$ cat src/rtl/core/pcbqh_pkg.sv
`timescale 1ns / 1ps
`default_nettype none
// ----------------------------------------------------------------------------
// pcbqh_pkg: shared types and constants of the base/quality histogram
// Sizes, codes, the command word that travels from front to back, and the
// address and counter helpers.
// ----------------------------------------------------------------------------
package pcbqh_pkg;

	localparam int MAX_LEN        = 256;
	localparam int MAX_QUAL_SCORE = 63;
	localparam int COUNT_WIDTH    = 32;

	localparam int NQ       = MAX_QUAL_SCORE + 1;
	localparam int NBASE    = 5;
	localparam int LW       = 3;                       // lane (base code) width
	localparam int PW       = $clog2(MAX_LEN + 1);     // position / length width
	localparam int QW       = $clog2(NQ);              // quality score width
	localparam int BQ_ROWS  = 2 * MAX_LEN * NQ;        // one row holds all five bases
	localparam int BQ_AW    = $clog2(BQ_ROWS);
	localparam int LH_DEPTH = 2 * (MAX_LEN + 1);
	localparam int LH_AW    = $clog2(LH_DEPTH);
	localparam int YW       = 48;
	localparam int RW       = 32;
	localparam int CLR_ROWS = (BQ_ROWS > LH_DEPTH) ? BQ_ROWS : LH_DEPTH;
	localparam int CLR_AW   = $clog2(CLR_ROWS);
	localparam int QDEPTH   = 4;
	localparam int QAW      = $clog2(QDEPTH);

	localparam logic [7:0] QUAL_OFFSET_RST = 8'd33;

	localparam logic [LW-1:0] BASE_N = 3'd0;
	localparam logic [LW-1:0] BASE_A = 3'd1;
	localparam logic [LW-1:0] BASE_C = 3'd2;
	localparam logic [LW-1:0] BASE_G = 3'd3;
	localparam logic [LW-1:0] BASE_T = 3'd4;

	typedef logic [COUNT_WIDTH-1:0] count_t;
	typedef logic [NBASE-1:0][COUNT_WIDTH-1:0] row_t;

	typedef enum logic [1:0] {
		OP_BASE = 2'd0,
		OP_END  = 2'd1,
		OP_QBQ  = 2'd2,
		OP_QLEN = 2'd3
	} op_t;

	typedef enum logic [2:0] {
		ST_OK        = 3'd0,
		ST_BAD_BASE  = 3'd1,
		ST_BAD_QUAL  = 3'd2,
		ST_TOO_LONG  = 3'd3,
		ST_BAD_QUERY = 3'd4
	} status_t;

	// what the back end does with the memories
	typedef enum logic [2:0] {
		K_NONE   = 3'd0,
		K_BQ_INC = 3'd1,
		K_LH_INC = 3'd2,
		K_BQ_RD  = 3'd3,
		K_LH_RD  = 3'd4
	} kind_t;

	typedef struct packed {
		status_t            status;
		kind_t              kind;
		logic [BQ_AW-1:0]   bq_row;
		logic [LW-1:0]      lane;
		logic [LH_AW-1:0]   lh_addr;
		logic [YW-1:0]      yield;
		logic [RW-1:0]      reads;
	} cmd_t;

	function automatic logic [BQ_AW-1:0] bq_row_of(input logic e,
			input logic [PW-1:0] cyc, input logic [QW-1:0] q);
		logic [BQ_AW-1:0] r;
		r = BQ_AW'(e) * BQ_AW'(MAX_LEN);
		r = (r + BQ_AW'(cyc)) * BQ_AW'(NQ);
		return r + BQ_AW'(q);
	endfunction

	function automatic logic [LH_AW-1:0] lh_addr_of(input logic e,
			input logic [PW-1:0] len);
		logic [LH_AW-1:0] r;
		r = e ? LH_AW'(MAX_LEN + 1) : '0;
		return r + LH_AW'(len);
	endfunction

	function automatic count_t sat_inc(input count_t v);
		return (&v) ? v : v + COUNT_WIDTH'(1);
	endfunction

endpackage
`default_nettype wire

$ cat src/rtl/core/pcbqh_fifo.sv
`timescale 1ns / 1ps
`default_nettype none
// ----------------------------------------------------------------------------
// pcbqh_fifo: command queue
// Short register FIFO between the decode front and the memory back end.
// ----------------------------------------------------------------------------
module pcbqh_fifo (
	input  wire logic            clk,
	input  wire logic            arst_n,
	input  wire logic            push_valid,
	output logic                 push_ready,
	input  wire pcbqh_pkg::cmd_t push_cmd,
	output logic                 pop_valid,
	input  wire logic            pop_ready,
	output pcbqh_pkg::cmd_t      pop_cmd
);

	pcbqh_pkg::cmd_t           ent_q [pcbqh_pkg::QDEPTH];
	logic [pcbqh_pkg::QAW-1:0] wr_ptr_q;
	logic [pcbqh_pkg::QAW-1:0] rd_ptr_q;
	logic [pcbqh_pkg::QAW:0]   cnt_q;
	logic                      push;
	logic                      pop;

	assign push_ready = cnt_q != (pcbqh_pkg::QAW + 1)'(pcbqh_pkg::QDEPTH);
	assign pop_valid  = cnt_q != '0;
	assign pop_cmd    = ent_q[rd_ptr_q];
	assign push       = push_valid && push_ready;
	assign pop        = pop_valid && pop_ready;

	always_ff @(posedge clk) begin
		if (push) begin
			ent_q[wr_ptr_q] <= push_cmd;
		end
	end

	always_ff @(posedge clk or negedge arst_n) begin
		if (!arst_n) begin
			wr_ptr_q <= '0;
			rd_ptr_q <= '0;
			cnt_q    <= '0;
		end else begin
			if (push) begin
				wr_ptr_q <= (wr_ptr_q == pcbqh_pkg::QAW'(pcbqh_pkg::QDEPTH - 1)) ?
					'0 : wr_ptr_q + pcbqh_pkg::QAW'(1);
			end
			if (pop) begin
				rd_ptr_q <= (rd_ptr_q == pcbqh_pkg::QAW'(pcbqh_pkg::QDEPTH - 1)) ?
					'0 : rd_ptr_q + pcbqh_pkg::QAW'(1);
			end
			if (push && !pop) begin
				cnt_q <= cnt_q + (pcbqh_pkg::QAW + 1)'(1);
			end else if (pop && !push) begin
				cnt_q <= cnt_q - (pcbqh_pkg::QAW + 1)'(1);
			end
		end
	end

endmodule
`default_nettype wire

$ cat config.mk
export PLATFORM = sky130hd
export DESIGN_NAME = pcbqh_fifo
export DESIGN_NICKNAME = d
export VERILOG_FILES = /design/src/rtl/core/pcbqh_pkg.sv /design/src/rtl/core/pcbqh_fifo.sv
export SDC_FILE = /design/constraint.sdc
export NUM_CORES = 1
export LEC_CHECK = 0
export ABC_AREA = 1
export BUFFER_PORTS_ARGS = -buffer_cell sky130_fd_sc_hd__buf_4
export CAP_MARGIN = 20
export CORE_ASPECT_RATIO = 1.4
export CORE_UTILIZATION = 55
export DETAILED_ROUTE_END_ITERATION = 7
export GPL_ROUTABILITY_DRIVEN = 1
export HOLD_SLACK_MARGIN = 0.02
export PLACE_DENSITY = 0.76
export SLEW_MARGIN = 20
export SYNTH_ARGS = -nofsm -noshare
export SYNTH_HDL_FRONTEND = slang
export SYNTH_SLANG_ARGS = --single-unit
$ cat constraint.sdc
create_clock -name clk -period 19.19 [get_ports clk]
set_input_delay 0.9595 -clock clk [delete_from_list [all_inputs] [get_ports clk]]
set_output_delay 0.9595 -clock clk [all_outputs]
set_load 0.02 [all_outputs]
==> qor.csv <==
metric,value,unit
outcome,"complete, no violations",
max_slew_margin,0.3063,
core_area,0.03331,mm2
fill_cells,2309,
leakagePower,8.647,nW
max_freq,246.1,MHz
ys_warn_count,0,
final_layout_size_suffix_gt1_frac,0.1904,
clock_latency,0.54,ns
track_usage,0.2124,
final_cell_mix,"edfxtp_1 (456), nand2_1 (357), buf_4 (244)",
post_cts_buffers,0,
clkSlewWorstSetupHoldPaths,0.06,ns
multi_input_area,0.003254,mm2
numCtsBuffers,42,
cpMostUsedCell,buf_4,
initialDrtViolationCount,728,
start_util,0.5611,
grt_pass1_vias,10546,
crit_path_cell_trace,inv_4 > buf_4 > o211ai_1 > nand2_1 > buf_4,
pin_count,234,
routed_via_density,5.232,
synth_nets,1514,
syn_to_final_growth,17.38,%
peakVddDrop,0.0001141,V
synth_top_family_by_area,compound AO/OA/AOI/OAI gates,
fp-row-count,79,
power_switching,0.001262,W
avgRoutedWirePerCell,17.45,um
root_buffer,clkbuf_16,
synthDistinctLibCells,18,
synth-seq-area-share,0.7420,
nNetsFinal,1728,
yosys-top-cells-area,"edfxtp_1 (73%), o211ai_1 (9.2%), nand2_1 (7.2%)",
cap_viol_max_count,0,
p_seq_frac,0.393,
final_common_cell,edfxtp_1,
worstHoldPathType,primary input to asynchronous set/reset pin,
finClkSkew,0.01443,ns
path_buf_inv,3,
ys_ff_latch,463,
arrival,3.10,ns
clkPwrFrac,0.246,
clock_path_buffers,3,
dieArea,0.03474,mm2
gp_congestion,0.7703,
swShare,0.3538,
criticalPathCategory,flop to output port,
pwr-share-comb,0.362,
syn_inst,1389,
cp_data_required_time,18.23,ns
finalCritPeriodShare,0.2117,
finalHoldViolCount,0,
avgSynthCellArea,13.46,um2
post-dp-hpwl,21150,um
totalWireLength,36390,um
cp_max_fo,58,
overflow,0,
cts-resized-gates,0,
p_int,0.002304,W
drv_slew,0,
worstMarginPinSlew,1.040,ns
vias,10908,
fin_util,0.6587,
ant_nets,0,
syn_area,0.01869,mm2
power_density,162.5,mW/mm2
cts.sink_count,463,
synth_top_area_cell,edfxtp_1,
hold_buffers,0,
critPathLaunch,rd_ptr_q[1],
antenna_found_initial,8,
yosys.area_share.xor_xnor,0.0004686,
synth.top_cell.area_share,0.7326,
cp_slowest_stage_delay,0.71,ns
yosys.area_share.simple,0.07511,
port_buffers,233,
dieWidth,157.8,um
drcViolationCount,0,
rsz0062_at_grt,false,
setup_tns,0,ns
crit_path_top_delay_cell,dfrtp_4,
synth_fa_ha_area_frac,0.005087,
grt_max_degree,240,
dr.pass1.iters,5,
timing.rr.start,cnt_q[0],
fin_crit,4.063,ns
synth_compound_area_frac,0.09184,
grt_first_pass_wirelength,55070,um
end_kind,output port,
cts_tree,done,
cp-start-kind,flop,
setup_viol,0,
dieHeight,220.1,um
cp_top_family,buffers and inverters,
area.sequential,0.01388,mm2
synth.area.mux_share,0,
cts_max_level,2,
==> cells in the mapped netlist <==
library cell  instances
buf_2                13
buf_4                11
buf_6                45
clkbuf_1              6
clkbuf_8              1
dfrtp_1               7
edfxtp_1            456
fa_1                  1
ha_1                  6
inv_1               241
inv_2                 1
nand2_1             357
nand3_1               7
nand4_1               1
nor2_1                6
o211ai_1            228
o21ai_0               1
xnor2_1               1
==> power groups by stage <==
stage               Sequential (W)  Combinational (W)  Clock [W]
floorplan                  0.00142           0.000911          0
global placement           0.00143            0.00126          0
detailed placement         0.00144            0.00128          0
CTS                        0.00142            0.00128   0.000889
global route               0.00142            0.00141   0.000923
finish                     0.00140            0.00129   0.000876
==> logic make-up (layout without fill, tap and decap cells) <==
kind of cell               after synthesis  after routing
and+or+nand+nor                        371            371
other                                    0              7
adders and majority gates                7              7
AOI/OAI and AO/OA                      229            229
buffers and inverters                  318            562
DFF                                    463            463
xor gates and xnor gates                 1              1
==> per-layer routing <==
metal | vias up | global-route usage | share of wire
met5 | - | 0 | 0.00033
met4 | 2 | 0.09644 | 0.033
met3 | 75 | 0.03697 | 0.058
met2 | 329 | 0.3637 | 0.52
met1 | 5244 | 0.2630 | 0.39
li1 | 5258 | - | -
==> registers in the layout, indices dropped and copies added, names as in the netlist <==
signal	cells
cnt_q	3
ent_q	456
rd_ptr_q	2
wr_ptr_q	2
==> stage by stage <==
stage / power (W) / instance area [um2] / setup WS (ns) / hold WS, ns / std cells
after detailed placement: 0.002720 / 20450 / 15.51 / 0.5259 / 2003
after global placement: 0.002697 / 20450 / 15.64 / 0.4843 / 2003
final: 0.003566 / 21940 / 15.13 / 0.2297 / 2085
after CTS: 0.003595 / 21900 / 14.93 / 0.2076 / 2077
after floorplan: 0.002327 / 18690 / 12.74 / 0.4628 / 1389
after global routing: 0.003753 / 21940 / 14.93 / 0.2126 / 2084
==> area by class of cell <==
class | instances | area share
antenna | 7 | 0.0007984
clock buffer | 49 | 0.05007
clock inverter | 25 | 0.01585
inverter | 242 | 0.04151
multi-input combinational | 608 | 0.1483
sequential | 463 | 0.6324
tap | 445 | 0.02538
timing repair buffer | 246 | 0.08565
==> path summary, 6_finish.rpt <==
path | cells after the start | slack [ns] | end
min in group clk | 2 | 0.54 | cnt_q[2]
min reg2reg | 2 | 0.54 | cnt_q[2]
min | 1 | 0.23 | rd_ptr_q[0]
max | 5 | 15.13 | pop_cmd[86]
max reg2reg | 6 | 16.14 | ent_q[0][23]
max in group asynchronous | 1 | 18.81 | rd_ptr_q[1]
Power figures use the tool's default switching activity.
