<file path="src/rtl/core/pcbqh_pkg.sv">
`timescale 1ns / 1ps
`default_nettype none
// ----------------------------------------------------------------------------
// pcbqh_pkg: shared types and constants of the base/quality histogram
// Sizes, codes, the command word that travels from front to back, and the
// address and counter helpers.
// ----------------------------------------------------------------------------
package pcbqh_pkg;

	localparam int MAX_LEN        = 256;
	localparam int MAX_QUAL_SCORE = 63;
	localparam int COUNT_WIDTH    = 32;

	localparam int NQ       = MAX_QUAL_SCORE + 1;
	localparam int NBASE    = 5;
	localparam int LW       = 3;                       // lane (base code) width
	localparam int PW       = $clog2(MAX_LEN + 1);     // position / length width
	localparam int QW       = $clog2(NQ);              // quality score width
	localparam int BQ_ROWS  = 2 * MAX_LEN * NQ;        // one row holds all five bases
	localparam int BQ_AW    = $clog2(BQ_ROWS);
	localparam int LH_DEPTH = 2 * (MAX_LEN + 1);
	localparam int LH_AW    = $clog2(LH_DEPTH);
	localparam int YW       = 48;
	localparam int RW       = 32;
	localparam int CLR_ROWS = (BQ_ROWS > LH_DEPTH) ? BQ_ROWS : LH_DEPTH;
	localparam int CLR_AW   = $clog2(CLR_ROWS);
	localparam int QDEPTH   = 4;
	localparam int QAW      = $clog2(QDEPTH);

	localparam logic [7:0] QUAL_OFFSET_RST = 8'd33;

	localparam logic [LW-1:0] BASE_N = 3'd0;
	localparam logic [LW-1:0] BASE_A = 3'd1;
	localparam logic [LW-1:0] BASE_C = 3'd2;
	localparam logic [LW-1:0] BASE_G = 3'd3;
	localparam logic [LW-1:0] BASE_T = 3'd4;

	typedef logic [COUNT_WIDTH-1:0] count_t;
	typedef logic [NBASE-1:0][COUNT_WIDTH-1:0] row_t;

	typedef enum logic [1:0] {
		OP_BASE = 2'd0,
		OP_END  = 2'd1,
		OP_QBQ  = 2'd2,
		OP_QLEN = 2'd3
	} op_t;

	typedef enum logic [2:0] {
		ST_OK        = 3'd0,
		ST_BAD_BASE  = 3'd1,
		ST_BAD_QUAL  = 3'd2,
		ST_TOO_LONG  = 3'd3,
		ST_BAD_QUERY = 3'd4
	} status_t;

	// what the back end does with the memories
	typedef enum logic [2:0] {
		K_NONE   = 3'd0,
		K_BQ_INC = 3'd1,
		K_LH_INC = 3'd2,
		K_BQ_RD  = 3'd3,
		K_LH_RD  = 3'd4
	} kind_t;

	typedef struct packed {
		status_t            status;
		kind_t              kind;
		logic [BQ_AW-1:0]   bq_row;
		logic [LW-1:0]      lane;
		logic [LH_AW-1:0]   lh_addr;
		logic [YW-1:0]      yield;
		logic [RW-1:0]      reads;
	} cmd_t;

	function automatic logic [BQ_AW-1:0] bq_row_of(input logic e,
			input logic [PW-1:0] cyc, input logic [QW-1:0] q);
		logic [BQ_AW-1:0] r;
		r = BQ_AW'(e) * BQ_AW'(MAX_LEN);
		r = (r + BQ_AW'(cyc)) * BQ_AW'(NQ);
		return r + BQ_AW'(q);
	endfunction

	function automatic logic [LH_AW-1:0] lh_addr_of(input logic e,
			input logic [PW-1:0] len);
		logic [LH_AW-1:0] r;
		r = e ? LH_AW'(MAX_LEN + 1) : '0;
		return r + LH_AW'(len);
	endfunction

	function automatic count_t sat_inc(input count_t v);
		return (&v) ? v : v + COUNT_WIDTH'(1);
	endfunction

endpackage
`default_nettype wire

</file>
<file path="src/rtl/core/pcbqh_front.sv">
`timescale 1ns / 1ps
`default_nettype none
// ----------------------------------------------------------------------------
// pcbqh_front: item decode and per-read state
// Decodes base and quality, checks errors, keeps position, read yield,
// running totals and the read count, and issues memory commands.
// ----------------------------------------------------------------------------
module pcbqh_front (
	input  wire logic                  clk,
	input  wire logic                  arst_n,
	input  wire logic                  cfg_we,
	input  wire logic [7:0]            cfg_wdata,
	input  wire logic                  in_valid,
	output logic                       in_ready,
	input  wire logic [1:0]            opcode,
	input  wire logic                  read_end,
	input  wire logic [7:0]            base_char,
	input  wire logic [7:0]            qual_char,
	input  wire logic [7:0]            query_cycle,
	input  wire logic [5:0]            query_quality,
	input  wire logic [2:0]            query_base,
	input  wire logic [8:0]            query_length,
	input  wire logic                  clearing,
	output logic                       push_valid,
	input  wire logic                  push_ready,
	output pcbqh_pkg::cmd_t            push_cmd
);

	logic [7:0]                   qoff_q;
	logic [pcbqh_pkg::PW-1:0]     pos_q   [2];
	logic [pcbqh_pkg::PW-1:0]     good_q  [2];
	logic [pcbqh_pkg::YW-1:0]     yield_q [2];
	logic [pcbqh_pkg::RW-1:0]     reads_q;

	logic                         fire;
	logic                         upd;
	logic                         bad_base;
	logic [pcbqh_pkg::LW-1:0]     lane;
	logic [8:0]                   qdiff;
	logic                         bad_qual;
	logic [pcbqh_pkg::PW-1:0]     pos;
	logic [pcbqh_pkg::PW-1:0]     good;
	logic [pcbqh_pkg::YW:0]       ysum;
	logic [pcbqh_pkg::PW-1:0]     pos_nx;
	logic [pcbqh_pkg::PW-1:0]     good_nx;
	logic [pcbqh_pkg::YW-1:0]     yield_nx;
	logic [pcbqh_pkg::RW-1:0]     reads_nx;
	pcbqh_pkg::cmd_t              cmd;

	assign in_ready   = !clearing && push_ready;
	assign fire       = in_valid && in_ready;
	assign push_valid = in_valid && !clearing;
	assign push_cmd   = cmd;

	always_comb begin
		bad_base = 1'b0;
		lane     = pcbqh_pkg::BASE_N;
		case (base_char)
			"N", "n": lane = pcbqh_pkg::BASE_N;
			"A", "a": lane = pcbqh_pkg::BASE_A;
			"C", "c": lane = pcbqh_pkg::BASE_C;
			"G", "g": lane = pcbqh_pkg::BASE_G;
			"T", "t": lane = pcbqh_pkg::BASE_T;
			default:  bad_base = 1'b1;
		endcase
	end

	always_comb begin
		qdiff    = {1'b0, qual_char} - {1'b0, qoff_q};
		bad_qual = qdiff[8] || (qdiff[7:0] > 8'(pcbqh_pkg::MAX_QUAL_SCORE));
		pos      = pos_q[read_end];
		good     = good_q[read_end];
		ysum     = {1'b0, yield_q[read_end]} + (pcbqh_pkg::YW + 1)'(good);

		pos_nx   = pos;
		good_nx  = good;
		yield_nx = yield_q[read_end];
		reads_nx = reads_q;
		upd      = 1'b0;

		cmd         = '0;
		cmd.status  = pcbqh_pkg::ST_OK;
		cmd.kind    = pcbqh_pkg::K_NONE;

		case (pcbqh_pkg::op_t'(opcode))
			pcbqh_pkg::OP_BASE: begin
				if (bad_base) begin
					cmd.status = pcbqh_pkg::ST_BAD_BASE;
				end else if (bad_qual) begin
					cmd.status = pcbqh_pkg::ST_BAD_QUAL;
				end else if (pos >= pcbqh_pkg::PW'(pcbqh_pkg::MAX_LEN)) begin
					cmd.status = pcbqh_pkg::ST_TOO_LONG;
				end else begin
					cmd.kind   = pcbqh_pkg::K_BQ_INC;
					cmd.bq_row = pcbqh_pkg::bq_row_of(read_end, pos,
						qdiff[pcbqh_pkg::QW-1:0]);
					cmd.lane   = lane;
					upd        = 1'b1;
					pos_nx     = pos + pcbqh_pkg::PW'(1);
					good_nx    = good + pcbqh_pkg::PW'(lane != pcbqh_pkg::BASE_N);
				end
			end
			pcbqh_pkg::OP_END: begin
				// length never passes MAX_LEN, so no clamp is needed
				cmd.kind    = pcbqh_pkg::K_LH_INC;
				cmd.lh_addr = pcbqh_pkg::lh_addr_of(read_end, pos);
				upd         = 1'b1;
				pos_nx      = '0;
				good_nx     = '0;
				yield_nx    = ysum[pcbqh_pkg::YW] ? '1 : ysum[pcbqh_pkg::YW-1:0];
				if (!read_end && !(&reads_q)) begin
					reads_nx = reads_q + pcbqh_pkg::RW'(1);
				end
			end
			pcbqh_pkg::OP_QBQ: begin
				if (32'(query_cycle) >= 32'(pcbqh_pkg::MAX_LEN) ||
						32'(query_quality) > 32'(pcbqh_pkg::MAX_QUAL_SCORE) ||
						query_base > pcbqh_pkg::BASE_T) begin
					cmd.status = pcbqh_pkg::ST_BAD_QUERY;
				end else begin
					cmd.kind   = pcbqh_pkg::K_BQ_RD;
					cmd.bq_row = pcbqh_pkg::bq_row_of(read_end,
						pcbqh_pkg::PW'(query_cycle), pcbqh_pkg::QW'(query_quality));
					cmd.lane   = query_base;
				end
			end
			pcbqh_pkg::OP_QLEN: begin
				if (32'(query_length) > 32'(pcbqh_pkg::MAX_LEN)) begin
					cmd.status = pcbqh_pkg::ST_BAD_QUERY;
				end else begin
					cmd.kind    = pcbqh_pkg::K_LH_RD;
					cmd.lh_addr = pcbqh_pkg::lh_addr_of(read_end,
						pcbqh_pkg::PW'(query_length));
				end
			end
			default: begin
				cmd.status = pcbqh_pkg::ST_OK;
			end
		endcase

		cmd.yield = yield_nx;
		cmd.reads = reads_nx;
	end

	always_ff @(posedge clk or negedge arst_n) begin
		if (!arst_n) begin
			qoff_q     <= pcbqh_pkg::QUAL_OFFSET_RST;
			pos_q[0]   <= '0;
			pos_q[1]   <= '0;
			good_q[0]  <= '0;
			good_q[1]  <= '0;
			yield_q[0] <= '0;
			yield_q[1] <= '0;
			reads_q    <= '0;
		end else begin
			if (cfg_we) begin
				qoff_q <= cfg_wdata;
			end
			if (fire && upd) begin
				pos_q[read_end]   <= pos_nx;
				good_q[read_end]  <= good_nx;
				yield_q[read_end] <= yield_nx;
				reads_q           <= reads_nx;
			end
		end
	end

`ifndef SYNTHESIS
	a_pos_bound: assert property (@(posedge clk) disable iff (!arst_n)
		pos_q[0] <= pcbqh_pkg::PW'(pcbqh_pkg::MAX_LEN) &&
		pos_q[1] <= pcbqh_pkg::PW'(pcbqh_pkg::MAX_LEN))
		else $error("read position beyond maximum length");

	a_good_le_pos: assert property (@(posedge clk) disable iff (!arst_n)
		good_q[0] <= pos_q[0] && good_q[1] <= pos_q[1])
		else $error("read yield exceeds bases seen");
`endif

endmodule
`default_nettype wire

</file>
<file path="config.mk">
export PLATFORM = sky130hd
export DESIGN_NAME = pcbqh_front
export DESIGN_NICKNAME = d
export VERILOG_FILES = /design/src/rtl/core/pcbqh_pkg.sv /design/src/rtl/core/pcbqh_front.sv
export SDC_FILE = /design/constraint.sdc
export NUM_CORES = 1
export LEC_CHECK = 0
export BUFFER_PORTS_ARGS = -buffer_cell sky130_fd_sc_hd__buf_2
export CORE_AREA = 2 2 155 157
export DETAILED_ROUTE_END_ITERATION = 6
export DIE_AREA = 0 0 157 159
export PLACE_DENSITY = 0.77
export SETUP_SLACK_MARGIN = 0.2
export SLEW_MARGIN = 20
export SYNTH_ARGS = -nofsm -noshare
export SYNTH_HDL_FRONTEND = slang
export SYNTH_SLANG_ARGS = --single-unit
</file>
<file path="constraint.sdc">
create_clock -name clk -period 4.6 [get_ports clk]
set_input_delay 0.69 -clock clk [delete_from_list [all_inputs] [get_ports clk]]
set_output_delay 0.69 -clock clk [all_outputs]
set_load 0.01 [all_outputs]
</file>
==> flow_summary.ini, run 1 <==
[yosys]
synth_top_cell_by_area = dfrtp_1
synth_fp_nets = 1377
synth-xor-area-share_pct = 8.302
syn_inst = 1287
ys_seq_area_share_pct = 35.50
synth_top_area_share_pct = 35.07
ys_top_cells_by_area = dfrtp_1, mux2_2, nand2_1
synthAdderAreaFrac_pct = 3.321
ys_ff_latch = 172
netlist_area_um2 = 12130
post_synth_and_or_nand_nor_area_fraction_pct = 19.72
yosys_warnings = 0
ys_async_sr_fraction_pct = 100.0
synth-compound-area-share_pct = 15.38
synthFlopType = dfrtp_1
muxShareOfSynthArea_pct = 13.92
synth_top_family_by_area = simple AND/OR/NAND/NOR gates
synth_edf_count = 0
avgSynthCellArea_um2 = 9.426
synthDistinctLibCells = 89

[clock_network]
cts_hold_buf = 0
h-tree-depth = 4
cts_tree = yes
worstSkewPairLatency_ns = 0.43
cts_num_sinks = 172
root_buffer = clkbuf_16
numCtsBuffers = 17
clockBufferDepth = 2
clkTransAtPathRegs_ns = 0.07

[placed_design]
numPortBuffers = 173
dp_hpwl_um = 23720
place_ws_ns = 0.02066
place_congestion = 0.8917

[sta]
rsz0062_at_grt = false
finClkSkew_ns = 0.01556
setup_viol = 0
period_minus_slack_ns = 4.277
fmax_ghz = 0.2338
fin_hold_ws_ns = 0.3796
relSlewSlack_pct = 33.90
hold_viol = 0
tightest_slew_ns = 0.9915
setup_slack_ns = 0.3232
slew_viol_final = 0
fin_crit_sh_pct = 92.97

[grt]
grtUsageTotal_pct = 26.90
overflow = 0
grt_pass1_wl_um = 54590
grt_use_met3_pct = 3.674
grt_pass1_vias = 10621
grt_max_degree = 108
use_met2_pct = 45.24
top_usage_layer = met2
antenna_found_initial = 1
met1_usage_pct = 35.59

[critical_path]
critPathKind = in2out
crit_top_cell = buf_12
cp_max_fo = 25
critPathCaptureType = output port
start_kind = input pin
crit_chain = buf_12 > mux2_2 > ha_4 > inv_2 > fa_2 > nor2b_1 > o211ai_1 > a21oi_2 > buf_4 > o211ai_4 > or3_4 > buf_12 > o21ai_4 > buf_2
required_ns = 3.91
critPathSlowestCell = or3_4
rr_worst_depth = 11
r2r_slack_ns = 0.93
r2r-start = qoff_q[5]
r2r_end = yield_q[60]
crit_arrival_ns = 3.59
cpPeakStageDelay_ns = 0.44

[detailed_routing]
viasPerCell = 6.038
first_pass_iters = 6
wirelength_um = 33320
vias = 10833
routedWlPerCell_um = 18.57
route.detailed.drc = 0
ant_nets = 0
first_iter_violations = 918

[worst_hold_path]
min_path_type = in2async

[finish]
layout_common_cells = buf_2, dfrtp_1, nand2_1
finalNetCount = 1551
final_common_cell = buf_2
drive_above_1_share_pct = 30.60
area_growth_pct = 19.41

[floorplanning]
die_w_um = 157
die_h_um = 159
rows = 56
core_region_area_um2 = 23190
io_pins = 175
die_area_um2 = 24960
start_util_pct = 52.31

[power_and_ir_drop]
power.leakage_nw = 6.917
ir_drop_uv = 157.4
totalPowerFinal_w = 0.003627
powerDensity_nw_per_um2 = 250.4

[run]
drv_cap = 0

[run_status]
status = completed
logic make-up (layout without fill, tap and decap cells):
logic type | after synthesis | count (layout)
buffers and inverters | 94 | 281
XOR/XNOR | 115 | 115
multiplexers | 155 | 155
AO/OA/AOI/OAI | 262 | 262
AND/OR/NAND/NOR | 458 | 458
flip-flops | 172 | 172
adder cells (fa/ha/maj) | 31 | 31
other | 0 | 1
critical path: cells and delay by family:
family	cells	cell delay, ns
AO/OA/AOI/OAI	4	0.65
multiplexers	1	0.31
AND/OR/NAND/NOR	2	0.62
buffers and inverters	5	0.77
adder cells (fa/ha/maj)	2	0.51
timing repair:
item,CTS,global route
setup buffers,1,1
pin swaps,1,0
hold endpoints to repair,0,0
endpoints found under the setup margin,42,61
resized for setup,2,11
Yosys cell counts (all sizes together) (13+ instances only):
| master | number |
|---|---|
| and2 | 16 |
| and4 | 13 |
| xnor2 | 62 |
| a21oi | 35 |
| a2bb2oi | 16 |
| nand3b | 21 |
| nand2 | 146 |
| a31oi | 17 |
| ha | 29 |
| nor2b | 22 |
| mux2 | 110 |
| nor3 | 25 |
| dfrtp | 170 |
| inv | 30 |
| xor2 | 53 |
| buf | 41 |
| and3 | 20 |
| o21ai | 80 |
| nor2 | 58 |
| mux2i | 45 |
| nand3 | 62 |
| nand4 | 30 |
| o211ai | 16 |
| clkbuf | 22 |
final cells by class:
class	count	area, um^2
antenna	1	2.502
clock buffer	18	429.2
clock inverter	14	133.9
fill	1928	8706
inverter	31	116.4
multi-input combinational	1021	7807
sequential	172	4307
tap	319	399.1
timing repair buffer	218	1291
worst max-delay path by stage:
stage / from / end / cells after the start
2_1_floorplan: read_end / push_cmd[66] / 18
3_3_place_gp: read_end / push_cmd[71] / 14
3_5_place_dp: read_end / push_cmd[71] / 14
4_1_cts: read_end / push_cmd[71] / 14
5_1_grt: read_end / push_cmd[66] / 13
6_report: read_end / push_cmd[63] / 14
sequential cells by signal, summed over array words and instances (netlist names):
signal,count
pos_q,18
good_q,18
qoff_q,8
yield_q,96
reads_q,32
metrics by stage:
stage,setup TNS (ns),util (%),std cells,cell area [um^2]
floorplan,-0.05369,-,1287,12620
global placement,0,59.75,1759,13860
detailed placement,0,59.75,1759,13860
CTS,0,62.25,1792,14440
global route,0,62.46,1794,14490
finish,0,62.46,1794,14490
metal layers:
metal / up-vias / wire length (um)
li1: 5077 / -
met1: 5305 / 14230
met2: 378 / 16450
met3: 73 / 1701
met4: 0 / 937
met5: - / 0
power breakdown:
part,leakage (nW),total (W),internal [W],switching (W)
logic,4.31,0.000591,0.000253,0.000338
registers,2.33,0.00163,0.00158,0.0000533
clock network,0.278,0.00141,0.000758,0.000650
total,6.92,0.00363,0.00259,0.00104
Power figures use the tool's default switching activity.
==> run 2: changes to the inputs <==
- CORE_AREA: 2 2 155 157 -> 2 2 147 149
- DIE_AREA: 0 0 157 159 -> 0 0 149 151
- PLACE_DENSITY: 0.77 -> 0.81
- clock period: 4.6 -> 4.7 ns (I/O delays scaled with it)
==> run 2 against run 1 <==
Net effect:
- register-to-register slack better by 0.05 ns
- worst hold slack worse by 0.029 ns
- combinational power down 4.2%
- wire length down 2.3%
- power down 2.8%
- critical endpoint is now push_cmd[75]
==> flow_summary.ini, run 2 (synthesis results as in run 1) <==
[finish]
top_register = yield_q
largest_reg_flops = 96
area_growth_pct = 18.31
layout_common_cells = buf_2, dfrtp_1, nand2_1
final_common_cell = buf_2
diodes = 0
reg.largest.list = yield_q x96, reads_q x32
finalNetCount = 1540
finalInstanceArea_um2 = 14350
drive_above_1_share_pct = 29.80

[detailed_routing]
ant_nets = 0
vias = 10801
first_pass_iters = 6
viasPerCell = 6.215
route.detailed.drc = 0
wirelength_um = 32560
first_iter_violations = 769
routedWlPerCell_um = 18.73

[run_status]
status = completed

[critical_path]
start_kind = input pin
cp_max_fo = 17
rr_worst_depth = 12
r2r_end = yield_q[14]
critPathCaptureType = output port
critPathKind = in2out
r2r-start = qoff_q[5]
required_ns = 3.99
r2r_slack_ns = 0.98
crit_arrival_ns = 3.76

[grt]
grt_pass1_vias = 10539
grt_max_degree = 110
overflow = 0
antenna_found_initial = 0
grt_pass1_wl_um = 52480
grtUsageTotal_pct = 29.06

[sta]
setup_viol = 0
slew_viol_final = 0
tns_ns = 0
hold_viol = 0
period_minus_slack_ns = 4.460
fmax_ghz = 0.2242
finClkSkew_ns = 0.01806
rsz0062_at_grt = true
relSlewSlack_pct = 41.07
tightest_slew_ns = 0.8840
fin_crit_sh_pct = 94.90

[clock_network]
clkTransAtPathRegs_ns = 0.07
root_buffer = clkbuf_16
cts_tree = yes
worstSkewPairLatency_ns = 0.44
cts_num_sinks = 172
h-tree-depth = 4
cts_hold_buf = 0
numCtsBuffers = 17
clockBufferDepth = 2

[placed_design]
dp_hpwl_um = 23290
numPortBuffers = 173
place_congestion = 0.9090
dpl_cell_area_um2 = 13700

[power_and_ir_drop]
ir_drop_uv = 207.8
totalPowerFinal_w = 0.003525
power.leakage_nw = 6.850
powerDensity_nw_per_um2 = 245.6

[floorplanning]
start_util_pct = 58.26
die_area_um2 = 22500
die_w_um = 149
rows = 53
die_h_um = 151
io_pins = 175
core_region_area_um2 = 20820

[run]
drv_cap = 0

[worst_hold_path]
min_path_type = in2async
## run 2: changes by cell type in the layout (fill, tap and decap cells not counted), moves of 2 or more
cell and change:
inv_6 -3, clkinvlp_4 +3, a21oi_1 -2, o21ai_1 -3, nand2_1 +3, buf_4 -12
nand2_4 -3, o2111ai_4 +2, o21ai_0 +3, o2111ai_2 -3, clkbuf_8 +2
## run 2: what timing repair did
item,in CTS,in global routing
pin swaps,0,1
setup buffers,0,2
setup endpoints to repair,19,55
resized for setup,2,9
## run 2: cell type report
cell class	count	area, um^2
Multi-Input combinational cell	1021	7809
Fill cell	1633	6470
Sequential cell	172	4307
Timing Repair Buffer	207	1215
Clock buffer	19	442.9
Tap cell	275	344.1
Clock inverter	13	118.9
Inverter	31	116.4
## run 2: how the worst max path moves through the flow
| stage | start | to | depth (start not counted) |
|---|---|---|---|
| floorplan | read_end | push_cmd[66] | 18 |
| global route | read_end | push_cmd[75] | 11 |
| detailed placement | read_end | push_cmd[34] | 12 |
| finish | read_end | push_cmd[75] | 11 |
| CTS | read_end | push_cmd[34] | 13 |
| global placement | read_end | push_cmd[34] | 12 |
## run 2: worst max-delay path, cell delays in order
cell and delay (ns):
buf_6 0.20, buf_12 0.20, mux2_2 0.35, ha_1 0.34
a21o_1 0.26, or3_1 0.50, o2111ai_1 0.48, nor2_1 0.12
xor2_1 0.36, nand2_4 0.07, buf_2 0.15
## run 2: power by group
group | leakage, nW | internal (W) | total [W] | switching, W
clock | 0.266 | 0.000746 | 0.00137 | 0.000620
sequential | 2.33 | 0.00154 | 0.00159 | 0.0000517
combinational | 4.26 | 0.000235 | 0.000566 | 0.000331
## run 2: metal layers
metal	routed length, um	GRT usage, %	vias to the layer above
met1	13820	38.15	5286
li1	-	-	5031
met3	1911	4.367	71
met5	0	0	-
met2	15980	48.62	413
met4	849	11.48	0
## run 2: through the flow
| step | util, % | setup WS, ns | hold slack [ns] | instances |
|---|---|---|---|---|
| after floorplan | - | 0.01857 | 0.4094 | 1287 |
| after global placement | 65.79 | 0.2176 | 0.4662 | 1704 |
| after detailed placement | 65.79 | 0.1736 | 0.4886 | 1704 |
| after CTS | 68.54 | 0.2186 | 0.4465 | 1736 |
| after global routing | 68.93 | 0.1538 | 0.4286 | 1738 |
| final | 68.93 | 0.2395 | 0.3508 | 1738 |
==> run 3: changes to the inputs <==
- CAP_MARGIN: not set -> 20
- RECOVER_POWER: not set -> 100
==> run 3 against run 2 <==
Net effect:
- the run now ends with capacitance limit, slew limit left
- global-route usage unchanged
- flip-flop and latch count unchanged
- utilization down 1.6 points
- sequential share of layout area is 0.72 points higher
- combinational power fell by 3%
- critical endpoint is now push_cmd[68]
- maximum frequency is 1.5% lower
- largest power group unchanged
- largest cell class unchanged
- sequential power barely moved
==> flow_summary.ini, run 3 (synthesis results as in run 1) <==
[floorplanning]
die_h_um = 151
die_area_um2 = 22500
io_pins = 175
die_w_um = 149
core_region_area_um2 = 20820
start_util_pct = 58.26
rows = 53

[sta]
fin_crit_sh_pct = 96.31
period_minus_slack_ns = 4.527
tns_ns = 0
tightest_slew_ns = 2.760
rsz0062_at_grt = true
fmax_ghz = 0.2209
relSlewSlack_pct = -84.01
finClkSkew_ns = 0.01756
slew_viol_final = 110
fin_hold_ws_ns = 0.4741
hold_viol = 0
setup_viol = 0

[critical_path]
crit_top_cell = buf_12
rr_worst_depth = 12
critPathTopFamily = compound AO/OA/AOI/OAI gates
cp_num_cells = 12
cp_max_fo = 17
crit_chain = buf_6 > buf_12 > mux2_1 > ha_1 > and3_1 > o211ai_1 > a21oi_4 > buf_12 > o2111ai_2 > a211oi_1 > mux2i_2 > buf_2
required_ns = 3.99
critPathKind = in2out
cpPeakStageDelay_ns = 0.43
worstSetupStartpoint = read_end
crit_path_end = push_cmd[68]
r2r-start = qoff_q[0]
start_kind = input pin
r2r_slack_ns = 0.34
crit_arrival_ns = 3.82
critPathBufInv = 4
critPathSlowestCell = a211oi_1
r2r_end = yield_q[14]
critPathCaptureType = output port

[grt]
overflow = 0
grt_max_degree = 110
grt_pass1_vias = 10539
grtUsageTotal_pct = 29.06
grt_pass1_wl_um = 52480
antenna_found_initial = 0

[clock_network]
cts_num_sinks = 172
cts_tree = yes
clkTransAtPathRegs_ns = 0.07
root_buffer = clkbuf_16
h-tree-depth = 4
numCtsBuffers = 17
worstSkewPairLatency_ns = 0.44
clockBufferDepth = 2
cts_hold_buf = 0

[finish]
layout_common_cells = dfrtp_1, nand2_1, mux2_2
fin_cells = 1738
top_register = yield_q
regArea_um2 = 4307
diodes = 0
multi_input_area_um2 = 7624
drive_above_1_share_pct = 21.60
area_growth_pct = 15.52
finalNetCount = 1540
largest_reg_flops = 96
fillers = 1721
final_common_cell = dfrtp_1
finalInstanceArea_um2 = 14010
reg.largest.list = yield_q x96, reads_q x32

[detailed_routing]
wirelength_um = 32700
routedWlPerCell_um = 18.82
first_pass_iters = 5
viasPerCell = 6.230
vias = 10828
route.detailed.drc = 0
first_iter_violations = 794
ant_nets = 0

[worst_hold_path]
whs_path_depth = 3
min_path_type = in2reg

[run_status]
violations = capacitance limit, slew limit
status = finished, violations left

[power_and_ir_drop]
ir_drop_uv = 209.2
powerDensity_nw_per_um2 = 250.3
power.leakage_nw = 6.473

[placed_design]
dp.cells = 1704
dpl_cell_area_um2 = 13700
place_congestion = 0.9090
dp_hpwl_um = 23290
numPortBuffers = 173

[run]
drv_cap = 1
[run 3: what timing repair did]
| action | 4_1_cts | 5_1_grt |
|---|---|---|
| setup endpoints to repair | 19 | 55 |
| resized for setup | 2 | 9 |
| buffers inserted | 0 | 2 |
| pin swaps | 0 | 1 |
| cloned | 0 | 0 |
[run 3: worst min-delay path by stage]
stage | slack (ns) | from | endpoint
6_report | 0.47 | cfg_wdata[4] | qoff_q[4]
5_1_grt | 0.50 | cfg_wdata[1] | qoff_q[1]
4_1_cts | 0.45 | arst_n | reads_q[8]
3_5_place_dp | 0.49 | yield_q[51] | yield_q[51]
3_3_place_gp | 0.47 | yield_q[51] | yield_q[51]
2_1_floorplan | 0.41 | arst_n | good_q[0]
[run 3: area by class of cell]
type | instances | area share (%)
flip-flops and latches | 172 | 30.73
multi-input cells | 1021 | 54.40
clock buffers | 19 | 3.160
clock inverters | 13 | 0.8481
repair buffers | 207 | 7.580
inverters | 31 | 0.8303
well taps | 275 | 2.455
[run 3: power breakdown]
group	leakage, nW	switching (W)	internal (W)	total [W]
Sequential	2.33	0.0000519	0.00154	0.00159
Combinational	3.88	0.000328	0.000220	0.000548
Clock	0.266	0.000620	0.000746	0.00137
Total	6.47	0.00100	0.00251	0.00351
[run 3: metal layers]
metal	up-vias	wire length [um]	track usage [%]
met4	0	859	11.48
met1	5287	13960	38.15
met5	-	0	0
li1	5044	-	-
met2	422	15920	48.62
met3	75	1959	4.367
[run 3: stage by stage]
step	util (%)	setup WS [ns]	power (W)
floorplan	-	0.01857	0.001978
global placement	65.79	0.2176	0.002156
detailed placement	65.79	0.1736	0.002175
CTS	68.54	0.2186	0.003535
global route	67.31	0.05120	0.003640
finish	67.31	0.1732	0.003508
[run 3: worst register-to-register path: stages, from the launching register on]
cell and delay, ns:
dfstp_1 0.41, ha_1 0.21, fa_1 0.39, nor2b_1 0.25
o31ai_1 0.13, a211oi_1 0.38, o2111a_1 0.33, clkbuf_1 0.46
a31oi_1 0.15, clkbuf_1 0.27, nor2_4 0.34, clkbuf_2 0.52
mux2_2 0.41
